$ cat src/sv/decimal_radix_sorter_macros.svh
// Assertion macros for the decimal radix sorter.
// Used by the top level; expects i_clk and i_rst_n in scope.
`ifndef DECIMAL_RADIX_SORTER_MACROS_SVH
`define DECIMAL_RADIX_SORTER_MACROS_SVH

// Consequent must hold in the same cycle as the antecedent.
`define DRS_ASSERT_SAME(lbl, ante, cons, msg) \
    lbl: assert property (@(posedge i_clk) disable iff (!i_rst_n) \
        (ante) |-> (cons)) else $error(msg);

// Consequent must hold in the cycle after the antecedent.
`define DRS_ASSERT_NEXT(lbl, ante, cons, msg) \
    lbl: assert property (@(posedge i_clk) disable iff (!i_rst_n) \
        (ante) |=> (cons)) else $error(msg);

`endif

$ cat src/sv/drs_pkg.sv
// Shared constants and types of the decimal radix sorter.
// No dependencies; used by drs_cell and decimal_radix_sorter.
package drs_pkg;

    // Default sizes of the sorter
    localparam int DEF_MAX_ITEMS  = 64;
    localparam int DEF_VALUE_BITS = 16;

    // Fixed width of the value fields on the ports
    localparam int DATA_W = 16;

    // Control that the sequencer hands to every cell
    typedef struct packed {
        logic load;   // accept and ripple inserted items
        logic shift;  // move held items one cell toward the output
    } t_cell_ctrl;

endpackage

$ cat src/sv/decimal_radix_sorter.sv
// Top level of the decimal radix sorter: a row of sorting cells and the
// load / settle / emit sequencer. Uses drs_pkg, drs_cell and the macros header.
//
//  channel   | dir | tdata            | tlast        | tuser
//  s_axis    | in  | [15:0] value     | last_item    | -
//  m_axis    | out | [15:0] sorted    | last_result  | [0] dropped
//
// Load: one item per cycle; items beyond MAX_ITEMS are dropped and flagged.
// After the last item the row settles, which gives a displaced value time
// to ripple down the whole cell row.
// Emit: one result per cycle while the output is ready, smallest first; input is held off meanwhile.
// A stalled output holds the row; reset (synchronous, active low) empties it.
`include "decimal_radix_sorter_macros.svh"

module decimal_radix_sorter #(
    parameter int MAX_ITEMS  = drs_pkg::DEF_MAX_ITEMS,
    parameter int VALUE_BITS = drs_pkg::DEF_VALUE_BITS
) (
    input  logic                       i_clk,
    input  logic                       i_rst_n,
    input  logic                       i_s_axis_tvalid,
    output logic                       o_s_axis_tready,
    input  logic [drs_pkg::DATA_W-1:0] i_s_axis_tdata,  // [15:0] value
    input  logic                       i_s_axis_tlast,  // last_item
    output logic                       o_m_axis_tvalid,
    input  logic                       i_m_axis_tready,
    output logic [drs_pkg::DATA_W-1:0] o_m_axis_tdata,  // [15:0] sorted_value
    output logic                       o_m_axis_tlast,  // last_result
    output logic                       o_m_axis_tuser   // [0] dropped
);

    localparam int CNT_W = $clog2(MAX_ITEMS + 1);

    typedef enum logic [1:0] {
        ST_LOAD,
        ST_SETTLE,
        ST_EMIT
    } t_state;

    t_state              r_state;
    logic [CNT_W-1:0]    r_count;
    logic [CNT_W-1:0]    r_settle;
    logic                r_overflow;

    logic                w_in_acc;
    logic                w_out_acc;
    logic                w_room;
    drs_pkg::t_cell_ctrl w_ctrl;

    logic                  w_full      [MAX_ITEMS];
    logic [VALUE_BITS-1:0] w_val       [MAX_ITEMS];
    logic                  w_pass_valid[MAX_ITEMS];
    logic [VALUE_BITS-1:0] w_pass_val  [MAX_ITEMS];

    assign o_s_axis_tready = (r_state == ST_LOAD);
    assign w_in_acc        = i_s_axis_tvalid && o_s_axis_tready;
    assign w_room          = (r_count < CNT_W'(MAX_ITEMS));

    assign o_m_axis_tvalid = (r_state == ST_EMIT);
    assign w_out_acc       = o_m_axis_tvalid && i_m_axis_tready;
    assign o_m_axis_tdata  = drs_pkg::DATA_W'(w_val[0]);
    assign o_m_axis_tlast  = !w_full[1];
    assign o_m_axis_tuser  = r_overflow;

    assign w_ctrl.load  = (r_state != ST_EMIT);
    assign w_ctrl.shift = w_out_acc;

    // Build the row of cells; the first takes items from the input port
    for (genvar g = 0; g < MAX_ITEMS; g++) begin : g_cell
        logic                  w_in_valid;
        logic [VALUE_BITS-1:0] w_in_val;
        logic                  w_nb_full;
        logic [VALUE_BITS-1:0] w_nb_val;

        if (g == 0) begin : g_first
            assign w_in_valid = w_in_acc && w_room;
            assign w_in_val   = VALUE_BITS'(i_s_axis_tdata);
        end else begin : g_inner
            assign w_in_valid = w_pass_valid[g-1];
            assign w_in_val   = w_pass_val[g-1];
        end

        if (g == MAX_ITEMS - 1) begin : g_tail
            assign w_nb_full = 1'b0;
            assign w_nb_val  = '0;
        end else begin : g_body
            assign w_nb_full = w_full[g+1];
            assign w_nb_val  = w_val[g+1];
        end

        drs_cell #(
            .VALUE_BITS(VALUE_BITS)
        ) u_cell (
            .i_clk       (i_clk),
            .i_rst_n     (i_rst_n),
            .i_ctrl      (w_ctrl),
            .i_in_valid  (w_in_valid),
            .i_in_val    (w_in_val),
            .i_nb_full   (w_nb_full),
            .i_nb_val    (w_nb_val),
            .o_pass_valid(w_pass_valid[g]),
            .o_pass_val  (w_pass_val[g]),
            .o_full      (w_full[g]),
            .o_val       (w_val[g])
        );
    end

    // Sequence load, settle and emit; count items and flag drops
    always_ff @(posedge i_clk) begin
        if (!i_rst_n) begin
            r_state    <= ST_LOAD;
            r_count    <= '0;
            r_settle   <= '0;
            r_overflow <= 1'b0;
        end else begin
            unique case (r_state)
                ST_LOAD: begin
                    if (w_in_acc) begin
                        if (w_room) begin
                            r_count <= r_count + CNT_W'(1);
                        end else begin
                            r_overflow <= 1'b1;
                        end
                        if (i_s_axis_tlast) begin
                            r_state  <= ST_SETTLE;
                            r_settle <= '0;
                        end
                    end
                end
                ST_SETTLE: begin
                    r_settle <= r_settle + CNT_W'(1);
                    if (r_settle == CNT_W'(MAX_ITEMS)) begin
                        r_state <= ST_EMIT;
                    end
                end
                ST_EMIT: begin
                    if (w_out_acc && o_m_axis_tlast) begin
                        r_state    <= ST_LOAD;
                        r_count    <= '0;
                        r_overflow <= 1'b0;
                    end
                end
                default: begin
                    r_state <= ST_LOAD;
                end
            endcase
        end
    end

    // Checks on the sequencer and the cell row
    `DRS_ASSERT_SAME(a_count_bound, 1'b1, r_count <= CNT_W'(MAX_ITEMS), "item count overran")
    `DRS_ASSERT_SAME(a_emit_full, r_state == ST_EMIT, w_full[0], "emitting from an empty cell")
    `DRS_ASSERT_NEXT(a_last_frees, w_out_acc && o_m_axis_tlast, o_s_axis_tready && !w_full[0],
                     "row not empty after last result")
    `DRS_ASSERT_SAME(a_drop_full, w_in_acc && !w_room, w_full[MAX_ITEMS-1] || r_state == ST_LOAD,
                     "drop while row not full")

endmodule

$ cat src/sv/drs_cell.sv
// One cell of the sorting row: holds one value, keeps the smaller of held
// and incoming, and hands the larger to its right neighbor. Uses drs_pkg.
module drs_cell #(
    parameter int VALUE_BITS = drs_pkg::DEF_VALUE_BITS
) (
    input  logic                  i_clk,
    input  logic                  i_rst_n,
    input  drs_pkg::t_cell_ctrl   i_ctrl,
    input  logic                  i_in_valid,   // item from the left neighbor
    input  logic [VALUE_BITS-1:0] i_in_val,
    input  logic                  i_nb_full,    // held item of the right neighbor
    input  logic [VALUE_BITS-1:0] i_nb_val,
    output logic                  o_pass_valid, // item handed to the right
    output logic [VALUE_BITS-1:0] o_pass_val,
    output logic                  o_full,
    output logic [VALUE_BITS-1:0] o_val
);

    logic                  r_full;
    logic [VALUE_BITS-1:0] r_val;
    logic                  r_pass_valid;
    logic [VALUE_BITS-1:0] r_pass_val;

    // Insert, compare and pass on, or shift toward the output
    always_ff @(posedge i_clk) begin
        if (!i_rst_n) begin
            r_full       <= 1'b0;
            r_pass_valid <= 1'b0;
        end else if (i_ctrl.shift) begin
            r_full       <= i_nb_full;
            r_val        <= i_nb_val;
            r_pass_valid <= 1'b0;
        end else if (i_ctrl.load) begin
            r_pass_valid <= 1'b0;
            if (i_in_valid) begin
                if (!r_full) begin
                    r_full <= 1'b1;
                    r_val  <= i_in_val;
                end else if (i_in_val < r_val) begin
                    r_val        <= i_in_val;
                    r_pass_val   <= r_val;
                    r_pass_valid <= 1'b1;
                end else begin
                    r_pass_val   <= i_in_val;
                    r_pass_valid <= 1'b1;
                end
            end
        end
    end

    assign o_pass_valid = r_pass_valid;
    assign o_pass_val   = r_pass_val;
    assign o_full       = r_full;
    assign o_val        = r_val;

endmodule
$ cat config.mk
export PLATFORM = sky130hd
export DESIGN_NAME = decimal_radix_sorter
export DESIGN_NICKNAME = d
export VERILOG_FILES = /design/src/sv/drs_pkg.sv /design/src/sv/decimal_radix_sorter.sv /design/src/sv/drs_cell.sv
export VERILOG_INCLUDE_DIRS = /design/src /design/src/sv
export SDC_FILE = /design/constraint.sdc
export NUM_CORES = 2
export LEC_CHECK = 0
export ABC_CLOCK_PERIOD_IN_PS = 3300
export BUFFER_PORTS_ARGS = -buffer_cell sky130_fd_sc_hd__buf_2
export CAP_MARGIN = 20
export CORE_ASPECT_RATIO = 1.25
export CORE_MARGIN = 4
export CORE_UTILIZATION = 51
export CTS_CLUSTER_DIAMETER = 40
export CTS_CLUSTER_SIZE = 10
export DETAILED_ROUTE_END_ITERATION = 7
export GPL_TIMING_DRIVEN = 0
export PLACE_DENSITY = 0.69
export SLEW_MARGIN = 5
export SYNTH_ARGS = -nofsm -noshare
export SYNTH_HDL_FRONTEND = slang
export SYNTH_SLANG_ARGS = --single-unit
$ cat constraint.sdc
create_clock -name i_clk -period 3.3 [get_ports i_clk]
set_input_delay 0.33 -clock i_clk [delete_from_list [all_inputs] [get_ports i_clk]]
set_output_delay 0.33 -clock i_clk [all_outputs]
set_load 0.05 [all_outputs]
Yosys cells after proc, flatten, opt, wreduce, memory -nomap -nowiden
Cells that the tools add are included.
{"block": "classes", "n_lt_le_gt_ge": 65, "reduce_logical": 269, "bitwise_logic": 2, "n_addsub": 2, "eq_ne": 74, "n_mux": 713}
{"operator": "$mux 16", "count": 382}
{"operator": "$lt 16x16->1", "count": 64}
{"operator": "$mux 1", "count": 318}
{"operator": "$reduce_and 5->1", "count": 63}
{"operator": "$reduce_and 4->1", "count": 67}
{"operator": "$ne 3x3->1 const B", "count": 64}
{"operator": "$reduce_bool 2->1", "count": 67}
{"operator": "$reduce_and 2->1", "count": 64}
{"operator": "$mux 7", "count": 5}
{"operator": "$pmux 7 s2", "count": 2}
{"operator": "$add 7x1->7 const B", "count": 2}
{"operator": "$mux 2", "count": 4}
{"operator": "$ne 2x1->1 const B", "count": 4}
{"operator": "$eq 7x7->1 const B", "count": 1}
{"operator": "$lt 7x7->1 const B", "count": 1}
{"operator": "$ne 2x2->1 const B", "count": 3}
{"operator": "$pmux 2 s3", "count": 1}
{"operator": "$logic_and 1x1->1", "count": 4}
{"operator": "$reduce_and 3->1", "count": 1}
{"operator": "$eq 2x1->1 const B", "count": 1}
{"operator": "$eq 2x2->1 const B", "count": 1}
{"operator": "$logic_not 2->1", "count": 1}
{"operator": "$not 1->1", "count": 2}
{"operator": "$pmux 1 s2", "count": 1}
{"operator": "2 further kinds", "count": 2}
{"block": "word_totals", "register_bits": 2176, "inputBits": 21}

Depth between registers and ports, before layout
{"block": "logic_depth", "word_depth": 6, "mapped_depth": 9, "mapped_depth_nobuf": 7}

Cells and area by module
Synthesis repeated with hierarchy kept, for this count alone.
{"block": "unflattened", "hier_cells": 8314, "area_unflattened_um2": 120369.2}
{"mod": "drs_cell (g_cell[0].u_cell ...)", "area_per_inst_um2": 1864.3, "instances": 59, "cells_each": 128}
{"mod": "drs_cell (g_cell[6].u_cell ...)", "area_per_inst_um2": 1881.8, "instances": 4, "cells_each": 131}
{"mod": "drs_cell (g_cell[31].u_cell)", "area_per_inst_um2": 1904.3, "instances": 1, "cells_each": 128}
{"mod": "decimal_radix_sorter", "area_per_inst_um2": 944.7, "instances": 1, "cells_each": 110}

Least setup slack after synthesis
OpenSTA, ideal clock, no wires.
{"block": "synth_timing", "path_type": "register to register", "startpoint": "reg g_cell[0].u_cell.r_val[1]", "endpoint": "reg g_cell[0].u_cell.r_val[0] (enable)", "stages_incl_launch_ff": 9, "period_less_slack_ns": 3.764, "path_slack_ns": -0.464, "setup_time_ns": 0.419, "n_path_buf": 2, "t_required_ns": 2.881, "arrival_ns": 3.345, "cell_sequence": "edfxtp_1 > inv_1 > ha_1 > a2111oi_2 > o32ai_1 > a211o_1 > buf_6 > buf_8 > a311oi_1"}
{"block": "synth_between", "elab_chain_cells": 3}
{"item": "start, declared", "line_no": "drs_cell.sv:20", "rtl": "logic [VALUE_BITS-1:0] r_val;"}
{"item": "start signal, assigned", "line_no": "drs_cell.sv:31", "rtl": "r_val <= i_nb_val;"}
{"item": "start signal, assigned", "line_no": "drs_cell.sv:38", "rtl": "r_val <= i_in_val;"}
{"item": "start signal, assigned", "line_no": "drs_cell.sv:40", "rtl": "r_val <= i_in_val;"}
{"item": "$lt 16x16->1", "line_no": "drs_cell.sv:39", "rtl": "end else if (i_in_val < r_val) begin"}
{"item": "$ne 3x3->1 (no line)"}
{"item": "$reduce_and 4->1 (no line)"}
No other way between the ends.
A chain may end at the register's enable or synchronous reset.

Worst setup path after layout
{"block": "layout_timing", "startpoint": "reg r_state[0]", "endpoint": "out o_m_axis_tvalid"}
{"block": "layout_between", "elab_chain_cells": 1}
{"item": "start, declared", "line_no": "decimal_radix_sorter.sv:40", "rtl": "t_state r_state;"}
{"item": "start signal, assigned", "line_no": "decimal_radix_sorter.sv:111", "rtl": "r_state <= ST_LOAD;"}
{"item": "start signal, assigned", "line_no": "decimal_radix_sorter.sv:125", "rtl": "r_state <= ST_SETTLE;"}
{"item": "start signal, assigned", "line_no": "decimal_radix_sorter.sv:133", "rtl": "r_state <= ST_EMIT;"}
{"item": "$eq 2x2->1", "line_no": "decimal_radix_sorter.sv:59", "rtl": "assign o_m_axis_tvalid = (r_state == ST_EMIT);"}
{"item": "end, declared", "line_no": "decimal_radix_sorter.sv:25", "rtl": "output logic o_m_axis_tvalid,"}
No other way between the ends.

==> results.ini <==
[synth]
syn_inst = 9694
yosys.area_share.simple = 0.08215
ys_warn_count = 0
ys.flop_type = edfxtp_1
avgSynthCellArea_um2 = 11.84
synth-xor-area-share = 0.0006868
ys_async_sr_fraction = 0
synth-seq-area-share = 0.5568
yosysUniqueCellTypes = 63
synth_fa_ha_area_frac = 0.1050
synth_top_family_by_area = compound AO/OA/AOI/OAI gates
ys_ff_latch = 2176
synth_edf_count = 2032
syn_area_mm2 = 0.1148
synth_compound_area_frac = 0.1061
synth_mux_area_frac = 0.1005
syn-num-nets = 10680

[sta]
fin_crit_sh = 0.9866
relSlewSlack = 0.1559
timing.hold.ws_ns = 0.09857
drv_slew = 0
fmax_mhz = 307.2
hold_violations = 0
worst_pin_slew_ns = 1.266
min_period_ns = 3.256
setup_ws_ns = 0.04427
clock_skew_ns = 0.05352
finalSetupViolCount = 0

[setup_path]
crit_slowest_cell = clkbuf_8
cp_num_buf_inv = 6
cpLargestDelayFamily = buffers and inverters
worstPathRequired_ns = 2.97
critical_path.max_stage_delay_ns = 0.31
critical_path.max_fanout = 10
cp.arrival_ns = 2.93
crit_top_cell = buf_6
start_kind = flop
worstPathCellList = buf_2 -> nand2b_1 -> inv_1 -> buf_4 -> buf_6 -> clkbuf_8 -> buf_6
worstSetupEndpointType = output port
crit_type = flop to output port

[layout]
syn2layout_area_growth_pct = 14.20
fin_util = 0.5856
drive_gt1_frac = 0.1959
finalInstanceArea_mm2 = 0.1311
final_nets = 11180
nFillCells = 18010

[floorplanning]
io-pin-count = 41
start_util = 0.5128
rows = 194
die_x_um = 432.3
die_area_mm2 = 0.2327
die_y_um = 538.4
core_area_mm2 = 0.2238

[clock_tree]
cts_tree = done
clk_pin_slew_ns = 0.05
htree_levels = 5
cts_buffers = 319
cts_root_buffer = clkbuf_16
cts.sinks = 2176
clock_path_buffers = 4
clk_latency_ns = 0.94

[power_and_ir_drop]
p_per_area_mw_per_mm2 = 473.7
combPwrFrac = 0.008
p_leak_nw = 52.39
pwr-share-clk = 0.513
peakVddDrop_uv = 569.0
swShare = 0.2053
power.switching_mw = 12.75
cell_internal_pwr_mw = 49.34
power_frac_seq = 0.480

[route]
drtIter0Drc = 6257
ant_nets = 0
vias = 78230
routed_wirelength_um = 301200
post_drt_via_cell_ratio = 5.860
wl_per_cell_um = 22.56
drc_errors = 0
first_pass_iters = 8

[grt]
grt_pass1_wl_um = 464700
grt_use_total = 0.2538
overflow = 0
grt_max_degree = 17
grt_pass1_vias = 81780
antenna_found_initial = 5

[placement]
place_ws_ns = -0.5957
dp_hpwl_um = 226200
dpl-instance-area_mm2 = 0.1205
gp_congestion = 0.8967
port_buffers = 38

[hold_path]
worstHoldPathType = primary input to flop

[status]
status = finished, final reports clean

[flow_run]
maxCapViolations = 0

==> final timing paths <==
check / startpoint / endpoint / slack [ns] / cells after the start
hold reg to reg: o_m_axis_tuser$_SDFFE_PN0P_ / o_m_axis_tuser$_SDFFE_PN0P_ / 0.47 / 2
hold / removal: i_rst_n / g_cell[60].u_cell.o_full$_SDFFE_PN0P_ / 0.1 / 3
setup / recovery: r_state[0]$_SDFFE_PN0P_ / o_m_axis_tvalid / 0.04 / 7
setup reg to reg: r_state[0]$_SDFFE_PN0P_ / g_cell[25].u_cell.o_val[0]$_DFFE_PP_ / 0.07 / 10
==> cells by family after synthesis <==
| logic type | after synthesis |
|---|---|
| multiplexers | 1008 |
| AO/OA/AOI/OAI | 1933 |
| flip-flops | 2176 |
| adder cells (fa/ha/maj) | 963 |
| AND/OR/NAND/NOR | 2239 |
| XOR/XNOR | 9 |
| buffers and inverters | 1366 |
==> power groups by stage <==
stage               sequential, mW  clock (mW)  combinational, mW
floorplan                     30.4           0              0.185
global placement              30.3           0              0.380
detailed placement            30.3           0              0.421
CTS                           29.8        32.2              0.445
global route                  29.8        33.4              0.485
finish                        29.8        31.8              0.467
==> state kept, by name (all words and copies together) (netlist names) <==
name,count
g_cell.u_cell.o_full,64
g_cell.u_cell.o_pass_val,1008
g_cell.u_cell.o_pass_valid,63
g_cell.u_cell.o_val,1024
o_m_axis_tuser,1
r_count,7
r_settle,7
r_state,2
==> metal layers <==
metal  wire length [um]  share of wire  global-route usage  vias to the layer above
met3              17420          0.058             0.04457                      749
met5                 26       0.000086                   0                        -
li1                   -              -                   -                    36280
met1             117600           0.39              0.3043                    38900
met2             152500           0.51              0.4482                     2306
met4              13720          0.046              0.1074                        4
==> area by class of cell <==
cell class | instances | area [um^2] | area share
Antenna cell | 3 | 7.507 | 0.00005728
Sequential cell | 2176 | 63900 | 0.4876
Buffer | 370 | 1931 | 0.01473
Timing Repair Buffer | 185 | 1957 | 0.01493
Multi-Input combinational cell | 6152 | 46140 | 0.3520
Tap cell | 2940 | 3679 | 0.02807
Inverter | 996 | 3739 | 0.02852
Clock inverter | 130 | 1120 | 0.008544
Clock buffer | 398 | 8593 | 0.06556
==> synth_stat cells, types with 26 or more instances <==
library cell	n	area (um^2)
a21o_1	48	360.4
o21a_1	31	232.7
edfxtp_1	2032	61020
o221ai_1	28	245.2
o211ai_1	26	195.2
o221a_2	61	686.9
inv_1	996	3739
clkbuf_1	181	679.4
nand3_1	102	510.5
a2111oi_2	45	675.7
mux2_1	64	720.7
dfxtp_1	144	2883
nand2b_1	33	206.5
buf_6	28	315.3
mux2_4	49	735.7
nor3b_1	26	195.2
nand4_1	61	381.6
o311ai_0	26	227.7
nand2_1	1521	5709
a311oi_1	36	315.3
ha_1	963	12050
mux2_2	895	10080
and4_1	53	464.2
buf_2	130	650.6
nor2_1	357	1340
nor4_1	27	168.9
a211oi_1	37	277.8
a21oi_1	384	1922
o21ai_0	1114	5575
==> stage by stage <==
step | TNS, ns | cells | total power, mW
finish | 0 | 13350 | 62.08
global route | -0.07596 | 13350 | 63.65
CTS | -2.156 | 13330 | 62.41
detailed placement | -452.42 | 12780 | 30.76
global placement | -1381.17 | 12670 | 30.72
floorplan | 0 | 9694 | 30.54
==> layout by cell type, fill, tap and decap left out, types with 39 or more instances in the layout <==
master     Yosys  layout
edfxtp_1    2032    2032
nand2_1     1521    1515
o21ai_0     1114    1114
inv_1        996     996
ha_1         963     962
mux2_2       895     895
a21oi_1      384     384
clkbuf_16      0     330
nor2_1       357     314
clkbuf_1     181     218
buf_2        130     165
dfxtp_1      144     144
nand3_1      102      95
buf_4         17      69
mux2_1        64      64
nand4_1       61      61
o221a_2       61      61
buf_8          2      58
and4_1        53      53
mux2_4        49      49
a21o_1        48      48
a2111oi_2     45      45
buf_6         28      40
nor2_2         0      39
==> repair_timing <==
| item | 4_1_cts | 5_1_grt |
|---|---|---|
| gates resized for setup | 47 | 60 |
| setup buffers | 2 | 18 |
| hold buffers | 20 | 0 |
| setup endpoints to repair | 2049 | 663 |
| pin swaps | 9 | 10 |
| endpoints found under the hold margin | 42 | 0 |
==> worst min-delay path, cell delays in order <==
cell and delay, ns:
clkbuf_1 0.23, clkbuf_1 0.27, o221a_2 0.17
No activity file was read; power rests on OpenSTA's default activity.
